**src/rtl/core/rpk_pkg.sv**
```systemverilog
// Package: shared types, control word format and microprogram of the shuffle block.
`timescale 1ns / 1ps

package rpk_pkg;

  localparam int WORD_W  = 31;
  localparam int FIELD_W = 5;
  localparam int STEP_W  = 3;

  typedef logic [STEP_W-1:0] step_t;

  // Datapath operation selected by the current control word.
  typedef enum logic [2:0] {
    OP_LOAD,
    OP_DIV,
    OP_SCAN_INIT,
    OP_SCAN,
    OP_EMIT
  } op_t;

  // Branch condition tested by the sequencer.
  typedef enum logic [2:0] {
    C_ALWAYS,
    C_IN_VALID,
    C_DIV_DONE,
    C_SCAN_HIT,
    C_OUT_ROOM
  } cond_t;

  typedef struct packed {
    op_t   op;
    cond_t cond;
    step_t jmp_true;
    step_t jmp_false;
  } uword_t;

  // Status flags from datapath to sequencer.
  typedef struct packed {
    logic in_valid;
    logic div_done;
    logic scan_hit;
    logic out_room;
  } status_t;

  localparam step_t S_WAIT      = 3'd0;
  localparam step_t S_DIV       = 3'd1;
  localparam step_t S_SCAN_INIT = 3'd2;
  localparam step_t S_SCAN      = 3'd3;
  localparam step_t S_EMIT      = 3'd4;

  // Microprogram read-only table.
  function automatic uword_t ucode(input step_t step);
    uword_t w;
    begin
      case (step)
        S_WAIT:      w = '{op: OP_LOAD,      cond: C_IN_VALID, jmp_true: S_DIV,
                           jmp_false: S_WAIT};
        S_DIV:       w = '{op: OP_DIV,       cond: C_DIV_DONE, jmp_true: S_SCAN_INIT,
                           jmp_false: S_DIV};
        S_SCAN_INIT: w = '{op: OP_SCAN_INIT, cond: C_ALWAYS,   jmp_true: S_SCAN,
                           jmp_false: S_SCAN};
        S_SCAN:      w = '{op: OP_SCAN,      cond: C_SCAN_HIT, jmp_true: S_EMIT,
                           jmp_false: S_SCAN};
        S_EMIT:      w = '{op: OP_EMIT,      cond: C_OUT_ROOM, jmp_true: S_WAIT,
                           jmp_false: S_EMIT};
        default:     w = '{op: OP_LOAD,      cond: C_ALWAYS,   jmp_true: S_WAIT,
                           jmp_false: S_WAIT};
      endcase
      return w;
    end
  endfunction

endpackage

```
**src/rtl/core/rpk_useq.sv**
```systemverilog
// Microcode sequencer: step counter, control table lookup and conditional branch.
`timescale 1ns / 1ps

module rpk_useq
  import rpk_pkg::*;
(
  input  logic    clk,
  input  logic    rst_n,
  input  status_t status,
  output op_t     op
);

  step_t  step_r;
  step_t  step_nxt;
  uword_t uw;
  logic   taken;

  always_comb begin
    uw = ucode(step_r);
    case (uw.cond)
      C_ALWAYS:   taken = 1'b1;
      C_IN_VALID: taken = status.in_valid;
      C_DIV_DONE: taken = status.div_done;
      C_SCAN_HIT: taken = status.scan_hit;
      C_OUT_ROOM: taken = status.out_room;
      default:    taken = 1'b1;
    endcase
    step_nxt = taken ? uw.jmp_true : uw.jmp_false;
    op       = uw.op;
  end

  always_ff @(posedge clk) begin
    if (!rst_n) begin
      step_r <= S_WAIT;
    end else begin
      step_r <= step_nxt;
    end
  end

endmodule

```
**src/rtl/core/rpk_dpath.sv**
```systemverilog
// Datapath: restoring remainder unit, free-slot scanner, occupancy state and result register.
`timescale 1ns / 1ps

module rpk_dpath
  import rpk_pkg::*;
#(
  parameter int CELLS = 25
) (
  input  logic                 clk,
  input  logic                 rst_n,
  input  op_t                  op,
  output status_t              status,
  input  logic                 in_valid,
  input  logic [WORD_W-1:0]    in_random_word,
  output logic                 out_valid,
  input  logic                 out_stall,
  output logic [FIELD_W-1:0]   out_slot_index,
  output logic [FIELD_W-1:0]   out_placed_value,
  output logic                 out_last_placement
);

  localparam int RW     = $clog2(CELLS + 1);
  localparam int IW     = $clog2(CELLS);
  localparam int DCW    = $clog2(WORD_W);
  localparam logic [RW-1:0]  CELLS_V  = RW'(CELLS);
  localparam logic [DCW-1:0] DIV_LAST = DCW'(WORD_W - 1);

  logic [CELLS-1:0]  occ_r, occ_nxt;
  logic [RW-1:0]     count_r, count_nxt;
  logic [WORD_W-1:0] word_r, word_nxt;
  logic [RW-1:0]     rem_r, rem_nxt;
  logic [RW-1:0]     div_r, div_nxt;
  logic [DCW-1:0]    dcnt_r, dcnt_nxt;
  logic [IW-1:0]     idx_r, idx_nxt;
  logic [RW-1:0]     seen_r, seen_nxt;
  logic              out_valid_r, out_valid_nxt;
  logic [FIELD_W-1:0] slot_r, slot_nxt, value_r, value_nxt;
  logic              last_r, last_nxt;

  logic [RW:0]       trial;
  logic [RW:0]       diff;
  logic [RW-1:0]     value_w;
  logic              slot_free;
  logic              emit;

  assign slot_free = ~occ_r[idx_r];
  assign value_w   = count_r + RW'(1);

  always_comb begin
    status.in_valid = in_valid;
    status.div_done = (dcnt_r == DIV_LAST);
    status.scan_hit = slot_free && (seen_r == rem_r);
    status.out_room = !out_valid_r || !out_stall;
  end

  assign emit = (op == OP_EMIT) && status.out_room;

  always_comb begin
    occ_nxt       = occ_r;
    count_nxt     = count_r;
    word_nxt      = word_r;
    rem_nxt       = rem_r;
    div_nxt       = div_r;
    dcnt_nxt      = dcnt_r;
    idx_nxt       = idx_r;
    seen_nxt      = seen_r;
    slot_nxt      = slot_r;
    value_nxt     = value_r;
    last_nxt      = last_r;
    out_valid_nxt = out_valid_r && out_stall;
    trial         = {rem_r, word_r[WORD_W-1]};
    diff          = trial - {1'b0, div_r};
    case (op)
      OP_LOAD: begin
        if (in_valid) begin
          word_nxt = in_random_word;
          rem_nxt  = '0;
          div_nxt  = CELLS_V - count_r;
          dcnt_nxt = '0;
        end
      end
      OP_DIV: begin
        // one quotient bit per step; keep only the remainder
        word_nxt = {word_r[WORD_W-2:0], 1'b0};
        rem_nxt  = diff[RW] ? trial[RW-1:0] : diff[RW-1:0];
        dcnt_nxt = dcnt_r + DCW'(1);
      end
      OP_SCAN_INIT: begin
        idx_nxt  = '0;
        seen_nxt = '0;
      end
      OP_SCAN: begin
        if (!status.scan_hit) begin
          idx_nxt  = idx_r + IW'(1);
          seen_nxt = seen_r + RW'(slot_free);
        end
      end
      OP_EMIT: begin
        if (emit) begin
          slot_nxt      = FIELD_W'(idx_r);
          value_nxt     = FIELD_W'(value_w);
          last_nxt      = (value_w == CELLS_V);
          out_valid_nxt = 1'b1;
          if (value_w == CELLS_V) begin
            occ_nxt   = '0;
            count_nxt = '0;
          end else begin
            occ_nxt        = occ_r;
            occ_nxt[idx_r] = 1'b1;
            count_nxt      = value_w;
          end
        end
      end
      default: begin
      end
    endcase
  end

  always_ff @(posedge clk) begin
    if (!rst_n) begin
      occ_r       <= '0;
      count_r     <= '0;
      out_valid_r <= 1'b0;
      rem_r       <= '0;
      div_r       <= CELLS_V;
      dcnt_r      <= '0;
      seen_r      <= '0;
      idx_r       <= '0;
    end else begin
      occ_r       <= occ_nxt;
      count_r     <= count_nxt;
      out_valid_r <= out_valid_nxt;
      rem_r       <= rem_nxt;
      div_r       <= div_nxt;
      dcnt_r      <= dcnt_nxt;
      seen_r      <= seen_nxt;
      idx_r       <= idx_nxt;
    end
  end

  always_ff @(posedge clk) begin
    word_r  <= word_nxt;
    slot_r  <= slot_nxt;
    value_r <= value_nxt;
    last_r  <= last_nxt;
  end

  assign out_valid          = out_valid_r;
  assign out_slot_index     = slot_r;
  assign out_placed_value   = value_r;
  assign out_last_placement = last_r;

  a_count_range: assert property (@(posedge clk) disable iff (!rst_n)
    count_r < CELLS_V)
    else $error("placement count out of range");

  a_map_matches_count: assert property (@(posedge clk) disable iff (!rst_n)
    $countones(occ_r) == int'(count_r))
    else $error("occupancy map disagrees with placement count");

  a_emit_free_slot: assert property (@(posedge clk) disable iff (!rst_n)
    emit |-> slot_free)
    else $error("placing into an occupied slot");

  a_rem_below_div: assert property (@(posedge clk) disable iff (!rst_n)
    (op == OP_SCAN) |-> (rem_r < div_r))
    else $error("rank not below free-slot count");

endmodule

```
**src/rtl/core/random_permutation_kth_free_slot.sv**
```systemverilog
// Top level: original Fisher-Yates strike-out shuffle built on a microcoded sequencer.
`timescale 1ns / 1ps
// Steps per request: remainder steps, one per bit of the word, one scan setup, scan steps up to
//   and including the chosen slot, and one emit.
// Requests are handled one at a time: a new one is taken only at the load step, after the last
//   is emitted; it is taken while a result waits, and emit holds while that result is still stalled.
// Reset (synchronous, rst_n low): all slots free, placement count zero, no result pending.

module random_permutation_kth_free_slot
  import rpk_pkg::*;
#(
  parameter int CELLS = 25
) (
  input  logic               clk,
  input  logic               rst_n,
  // request channel: one random word per placement
  input  logic               in_valid,
  output logic               in_stall,
  input  logic [WORD_W-1:0]  in_random_word,
  // result channel: chosen slot and value placed
  output logic               out_valid,
  input  logic               out_stall,
  output logic [FIELD_W-1:0] out_slot_index,
  output logic [FIELD_W-1:0] out_placed_value,
  output logic               out_last_placement
);

  op_t     op;
  status_t status;

  // Requests enter only at the load step of the microprogram; hold off otherwise
  // and while reset is applied.
  assign in_stall = !rst_n || (op != OP_LOAD);

  // Sequencer walks the control table; branch on datapath status.
  rpk_useq u_useq (
    .clk    (clk),
    .rst_n  (rst_n),
    .status (status),
    .op     (op)
  );

  // Datapath: reduce word modulo free slots, find the free slot of that rank,
  // mark it (clearing all slots on the last placement), and drop the result into the output register.
  rpk_dpath #(
    .CELLS (CELLS)
  ) u_dpath (
    .clk                (clk),
    .rst_n              (rst_n),
    .op                 (op),
    .status             (status),
    .in_valid           (in_valid),
    .in_random_word     (in_random_word),
    .out_valid          (out_valid),
    .out_stall          (out_stall),
    .out_slot_index     (out_slot_index),
    .out_placed_value   (out_placed_value),
    .out_last_placement (out_last_placement)
  );

endmodule

```
**config.mk**
```make
export PLATFORM = sky130hd
export DESIGN_NAME = random_permutation_kth_free_slot
export DESIGN_NICKNAME = d
export VERILOG_FILES = /design/src/rtl/core/rpk_pkg.sv /design/src/rtl/core/rpk_useq.sv /design/src/rtl/core/rpk_dpath.sv /design/src/rtl/core/random_permutation_kth_free_slot.sv
export SDC_FILE = /design/constraint.sdc
export NUM_CORES = 1
export LEC_CHECK = 0
export ABC_AREA = 1
export BUFFER_PORTS_ARGS = -buffer_cell sky130_fd_sc_hd__clkbuf_2
export CORE_MARGIN = 3
export CORE_UTILIZATION = 50
export CTS_CLUSTER_DIAMETER = 60
export DETAILED_ROUTE_END_ITERATION = 6
export PLACE_DENSITY = 0.69
export SKIP_LAST_GASP = 1
export SYNTH_ARGS = -nofsm -noshare
export SYNTH_HDL_FRONTEND = slang
export SYNTH_SLANG_ARGS = --single-unit
```
**constraint.sdc**
```tcl
create_clock -name clk -period 2.7 [get_ports clk]
set_input_delay 0.135 -clock clk [delete_from_list [all_inputs] [get_ports clk]]
set_output_delay 0.135 -clock clk [all_outputs]
set_load 0.01 [all_outputs]
```
==> results of run 1 <==
[cell families (layout without fill, tap and decap cells)]
family / after synthesis / in the layout / share of synthesized area
AO/OA/AOI/OAI: 88 / 88 / 0.0979
XOR/XNOR: 19 / 19 / 0.0346
adder cells (fa/ha/maj): 18 / 18 / 0.0484
AND/OR/NAND/NOR: 279 / 279 / 0.239
buffers and inverters: 77 / 133 / 0.0716
flip-flops: 101 / 101 / 0.508
[per-layer routing]
layer / GRT usage / wire length, microns
met5: 0 / 0
met4: 0.0807 / 128
met3: 0.0286 / 265
met2: 0.297 / 4450
met1: 0.242 / 4680
[per-stage QoR]
stage	utilization	power [mW]	worst slack [ns]	std cells	area [sq um]
after floorplan	-	3.23	0.414	582	4810
after global placement	0.558	3.60	0.494	751	5180
after detailed placement	0.558	3.64	0.469	751	5180
after CTS	0.578	4.55	0.441	767	5370
after global routing	0.578	4.84	0.183	767	5370
final	0.578	4.51	0.439	767	5370
[cells in the final DEF, fill, tap and decap left out, drive strengths merged, types with 7 or more instances in the layout]
cell / instances
nand3: 44
edfxtp: 42
xnor2: 7
nor3: 8
ha: 17
inv: 59
a21oi: 59
xor2: 12
clkbuf: 57
o21ai: 23
buf: 13
dfxtp: 59
nor2: 57
nand2: 165
[worst register-to-register path, stage by stage, from the launching register on]
cell and delay (ns):
dfxtp_1 0.35, buf_4 0.23, nor2_1 0.09, nor2_1 0.11, o21ai_0 0.09, nand3_1 0.09
nand3_1 0.13, and2_2 0.22, ha_1 0.19, ha_1 0.21, nand3_1 0.10, xor2_1 0.14
nor2_1 0.05, nand2_1 0.07, a21oi_1 0.05
[cell type report]
class / count / area [sq um]
clock buffers: 10 / 128
multi-input cells: 404 / 2020
inverters: 57 / 214
repair buffers: 60 / 345
clock inverters: 6 / 56.3
flip-flops and latches: 101 / 2440
well taps: 129 / 161
fillers: 884 / 3920
[worst paths after layout]
check | start | to | depth (start not counted)
worst min register to register | u_dpath.div_r[2]$_SDFFE_PN0P_ | u_dpath.div_r[2]$_SDFFE_PN0P_ | 2
worst max-delay path | u_dpath.idx_r[0]$_SDFFE_PN0P_ | u_dpath.seen_r[4]$_SDFFE_PN0P_ | 14
worst min-delay path | in_random_word[11] | u_dpath.word_r[11]$_DFFE_PP_ | 3
worst max register to register | u_dpath.idx_r[0]$_SDFFE_PN0P_ | u_dpath.seen_r[4]$_SDFFE_PN0P_ | 14
[sequential cells by signal (all words and copies together) (netlist names), 3 cells and up]
| signal | flops |
|---|---|
| u_dpath.div_r | 5 |
| u_dpath.out_slot_index | 5 |
| u_dpath.word_r | 31 |
| u_dpath.seen_r | 5 |
| u_dpath.rem_r | 5 |
| u_dpath.occ_r | 25 |
| u_dpath.count_r | 5 |
| u_dpath.out_placed_value | 5 |
| u_useq.step_r | 3 |
| u_dpath.dcnt_r | 5 |
| u_dpath.idx_r | 5 |
[power groups by stage]
stage,registers [mW],logic (mW),clock network (mW)
finish,2.26,1.34,0.906
global route,2.31,1.54,0.993
CTS,2.26,1.36,0.930
detailed placement,2.29,1.35,0
global placement,2.28,1.31,0
floorplan,2.28,0.950,0
==> results.sh, run 1 <==
export IMPL_setup_viol=0
export IMPL_synth_top_flop_cell="dfxtp_1"
export IMPL_first_pass_iters=4
export IMPL_drive_above_1_share=0.138
export IMPL_drcViolationCount=0
export IMPL_die_w_microns=104
export IMPL_crit_required_ns=2.92
export IMPL_cp_end_kind="flip-flop"
export IMPL_hpwl_mm=6.70
export IMPL_drv_slew=0
export IMPL_timing_setup_tns_ns=0
export IMPL_synth_most_common_cell="nand2_1"
export IMPL_min_path_type="in -> reg"
export IMPL_slew_headroom=0.455
export IMPL_gp_congestion=0.859
export IMPL_cts_root_buffer="clkbuf_8"
export IMPL_drt_iter0_markers=166
export IMPL_netlist_instances=582
export IMPL_cts_sinks=101
export IMPL_ant_nets=0
export IMPL_seq_power_share=0.502
export IMPL_irDropWorstVdd_uv=453
export IMPL_power_leakage_nw=2.32
export IMPL_criticalPathCategory="reg -> reg"
export IMPL_ys_warn_count=0
export IMPL_synth_seq_cells=101
export IMPL_syn_area_sq_um=4810
export IMPL_dieArea_sq_um=10800
export IMPL_diodes=0
export IMPL_skew_ns=0.0110
export IMPL_drt_wirelength_per_cell_microns=12.4
export IMPL_track_usage=0.183
export IMPL_arrival_ns=2.48
export IMPL_cp_cell_sequence="buf_4 > nor2_1 > nor2_1 > o21ai_0 > nand3_1 > nand3_1 > and2_2 > ha_1 > ha_1 > nand3_1 > xor2_1 > nor2_1 > nand2_1 > a21oi_1"
export IMPL_rows=35
export IMPL_slowest_delay_ns=0.35
export IMPL_grt_max_degree=37
export IMPL_syn2layout_area_growth_pct=11.7
export IMPL_finalCriticalPeriod_ns=2.26
export IMPL_grt_pass1_vias=3688
export IMPL_internal_power_mw=2.91
export IMPL_synth_area_per_cell_sq_um=8.26
export IMPL_p_per_area_nw_per_um2=839
export IMPL_grt_pass1_wl_mm=16.5
export IMPL_cts_buffer_depth=2
export IMPL_wl_mm=9.53
export IMPL_synth_edf_count=42
export IMPL_fp_dieH_microns=104
export IMPL_yosysUniqueCellTypes=31
export IMPL_antenna_found_initial=0
export IMPL_cts_resized_gates=0
export IMPL_crit_family="simple AND/OR/NAND/NOR gates"
export IMPL_rsz0062_at_grt="false"
export IMPL_cts_buffers_inserted=9
export IMPL_status="complete, no violations"
export IMPL_p_clk_frac=0.201
export IMPL_worstMarginPinSlew_ns=0.816
export IMPL_synth_area_top_cells="edfxtp_1, dfxtp_1, nand2_1"
export IMPL_path_clk_slew_ns=0.11
export IMPL_crit_buf_inv=1
export IMPL_fmax_mhz=442
export IMPL_vias=3849
export IMPL_seq_area_frac_synth=0.508
export IMPL_cts_htree_levels=3
export IMPL_vias_per_cell=5.02
export IMPL_p_comb_frac=0.297
export IMPL_core_area_sq_um=9280
export IMPL_netSwitchingFraction=0.354
export IMPL_grt_overflow_total=0
export IMPL_p_sw_mw=1.60
export IMPL_yosysTopAreaCell="edfxtp_1"
export IMPL_fin_nets=686
export IMPL_post_cts_buffers=0
export IMPL_initial_utilization=0.518
export IMPL_synth_fp_nets=635
export IMPL_period_share=0.837
export IMPL_synth_top_area_frac=0.262
export IMPL_cts_tree="yes"
export IMPL_synthArstFlopShare=0
export IMPL_synthTopCellsByCount="nand2_1, a21oi_1, dfxtp_1"
export IMPL_worst_path_max_delay_cell="dfxtp_1"
export IMPL_r2r_setup_slack_ns=0.44
export IMPL_holdWs_ns=0.0278
export IMPL_path_max_fanout=18
export IMPL_final_hold_viol_count=0
export IMPL_io_pins=48
export IMPL_port_buffers=47
export IMPL_ctsHoldBuffers=0
export IMPL_startpoint_type="flip-flop"
export IMPL_clkLatencyLatePin_ns=0.37
export IMPL_drv_cap=0
(Power assumes the default switching activity.)
==> run 2, diff against run 1 <==
--- a/config.mk
+++ b/config.mk
@@ -11,7 +11,7 @@
 export CORE_UTILIZATION = 50
 export CTS_CLUSTER_DIAMETER = 60
 export DETAILED_ROUTE_END_ITERATION = 6
-export PLACE_DENSITY = 0.69
+export PLACE_DENSITY = 0.72
 export SKIP_LAST_GASP = 1
 export SYNTH_ARGS = -nofsm -noshare
 export SYNTH_HDL_FRONTEND = slang
==> constraint.sdc (replaced) <==
create_clock -name clk -period 1.9 [get_ports clk]
set_input_delay 0.095 -clock clk [delete_from_list [all_inputs] [get_ports clk]]
set_output_delay 0.095 -clock clk [all_outputs]
set_load 0.01 [all_outputs]
==> results.sh, run 2 (synthesis gave the netlist of run 1 again) <==
export IMPL_p_per_area_nw_per_um2=1140
export IMPL_rows=35
export IMPL_worstMarginPinSlew_ns=0.770
export IMPL_syn2layout_area_growth_pct=24.2
export IMPL_top_regs="u_dpath.word_r: 31 flops, u_dpath.occ_r: 25 flops"
export IMPL_crit_required_ns=2.18
export IMPL_criticalPathCategory="reg -> reg"
export IMPL_p_total_mw=6.79
export IMPL_first_pass_iters=4
export IMPL_cts_tree="yes"
export IMPL_drv_cap=0
export IMPL_hold_depth=3
export IMPL_port_buffers=47
export IMPL_fmax_mhz=495
export IMPL_power_leakage_nw=2.58
export IMPL_largest_reg_flops=31
export IMPL_grt_pass1_vias=3888
export IMPL_drt_iter0_markers=214
export IMPL_die_w_microns=104
export IMPL_clkLatencyLatePin_ns=0.36
export IMPL_path_clk_slew_ns=0.09
export IMPL_cp_cell_sequence="buf_6 > nand2_1 > nand3_1 > nand2_1 > nand2_1 > nand3_1 > nor2_2 > and2_4 > ha_4 > ha_4 > nand3_2 > xor2_1 > nor2_1 > nand2_1 > a21oi_1"
export IMPL_wl_mm=10.3
export IMPL_grt_max_degree=37
export IMPL_cts_sinks=101
export IMPL_initial_utilization=0.518
export IMPL_dieArea_sq_um=10800
export IMPL_cpMostUsedCell="nand2_1"
export IMPL_grt_pass1_wl_mm=17.4
export IMPL_slowest_delay_ns=0.42
export IMPL_timing_setup_tns_ns=-0.287
export IMPL_worst_path_max_delay_cell="dfxtp_4"
export IMPL_cts_buffers_inserted=9
export IMPL_fin_nets=734
export IMPL_ant_nets=0
export IMPL_worst_r2r_cell_count=15
export IMPL_largest_register="u_dpath.word_r"
export IMPL_placed_cell_area_sq_um=5490
export IMPL_final_common_cell="nand2_1"
export IMPL_hpwl_mm=7.06
export IMPL_grt_overflow_total=0
export IMPL_rsz0062_at_grt="true"
export IMPL_period_share=1.06
export IMPL_drt_wirelength_per_cell_microns=12.6
export IMPL_fin_area_sq_um=5970
export IMPL_final_hold_viol_count=0
export IMPL_dp_slack_ns=-0.0522
export IMPL_gp_congestion=0.895
export IMPL_drive_above_1_share=0.210
export IMPL_skew_ns=0.00613
export IMPL_vias=4054
export IMPL_drcViolationCount=0
export IMPL_slew_headroom=0.486
export IMPL_path_max_fanout=7
export IMPL_vias_per_cell=4.97
export IMPL_antenna_found_initial=0
export IMPL_fp_dieH_microns=104
export IMPL_finalCriticalPeriod_ns=2.02
export IMPL_irDropWorstVdd_uv=840
export IMPL_status="finished, violations left"
export IMPL_layout_setup_ws_ns=-0.120
export IMPL_setup_viol=3
export IMPL_final_core_util=0.643
export IMPL_cp_end_kind="flip-flop"
export IMPL_core_area_sq_um=9280
export IMPL_min_path_type="in -> reg"
export IMPL_diodes=0
export IMPL_track_usage=0.193
export IMPL_io_pins=48
export IMPL_fillers=784
export IMPL_startpoint_type="flip-flop"
export IMPL_failed_checks="negative setup slack"
export IMPL_arrival_ns=2.30
export IMPL_drv_slew=0
export IMPL_cts_htree_levels=3
export IMPL_cts_buffer_depth=2
export IMPL_final_cell_mix="nand2_1, a21oi_1, nor2_1"
export IMPL_cts_root_buffer="clkbuf_8"
[run 2: cell count changes in the layout (fill, tap and decap cells not counted), moves of 5 or more]
cell           delta
nand2_1           -6
nor3_1            -6
nand2_2           +5
dlygate4sd3_1    +19
buf_4            +24
dfxtp_1           -5
[run 2: metal layers]
| layer | vias to the layer above | track usage | part of all wire |
|---|---|---|---|
| li1 | 2094 | - | - |
| met1 | 1830 | 0.250 | 0.45 |
| met2 | 114 | 0.329 | 0.48 |
| met3 | 16 | 0.0360 | 0.059 |
| met4 | 0 | 0.0570 | 0.014 |
| met5 | - | 0 | 0 |
[run 2: layout make-up]
| class | instances | area, sq um | area share |
|---|---|---|---|
| flip-flops and latches | 101 | 2450 | 0.411 |
| multi-input cells | 404 | 2160 | 0.361 |
| clock inverters | 4 | 47.5 | 0.00796 |
| well taps | 129 | 161 | 0.0270 |
| clock buffers | 12 | 145 | 0.0243 |
| repair buffers | 108 | 790 | 0.132 |
| inverters | 57 | 219 | 0.0367 |
[run 2: final timing paths]
path                                                     from                              to  slack [ns]
worst min register to register  u_dpath.div_r[2]$_SDFFE_PN0P_   u_dpath.div_r[2]$_SDFFE_PN0P_        0.48
worst min-delay path                       in_random_word[23]    u_dpath.word_r[23]$_DFFE_PP_        0.01
worst max register to register  u_dpath.idx_r[0]$_SDFFE_PN0P_  u_dpath.seen_r[4]$_SDFFE_PN0P_       -0.12
worst max-delay path            u_dpath.idx_r[0]$_SDFFE_PN0P_  u_dpath.seen_r[4]$_SDFFE_PN0P_       -0.12
[run 2: critical path: cells and delay by family (launching register included)]
family                     cells  cell delay [ns]
AOI/OAI and AO/OA              1             0.13
xor gates and xnor gates       1             0.15
adders and majority gates      2             0.27
buffers and inverters          1             0.14
DFF                            1             0.42
and+or+nand+nor               10             0.83
[run 2: power breakdown]
part	switching, mW	internal [mW]	total, mW
sequential	0.227	2.99	3.22
clock	0.717	0.643	1.36
combinational	1.35	0.862	2.21
total	2.29	4.50	6.79
[run 2: repair_timing]
action	in CTS	in global routing
resized for setup	3	25
hold buffers	19	0
pin swaps	0	16
cloned	0	0
endpoints found under the setup margin	3	15
hold endpoints to repair	19	0
setup buffers	0	4
[run 2: through the flow]
step,cells,hold slack (ns)
final,815,0.0124
after global routing,815,0.00394
after CTS,811,0.00340
after detailed placement,776,0.361
after global placement,776,0.360
after floorplan,582,0.233
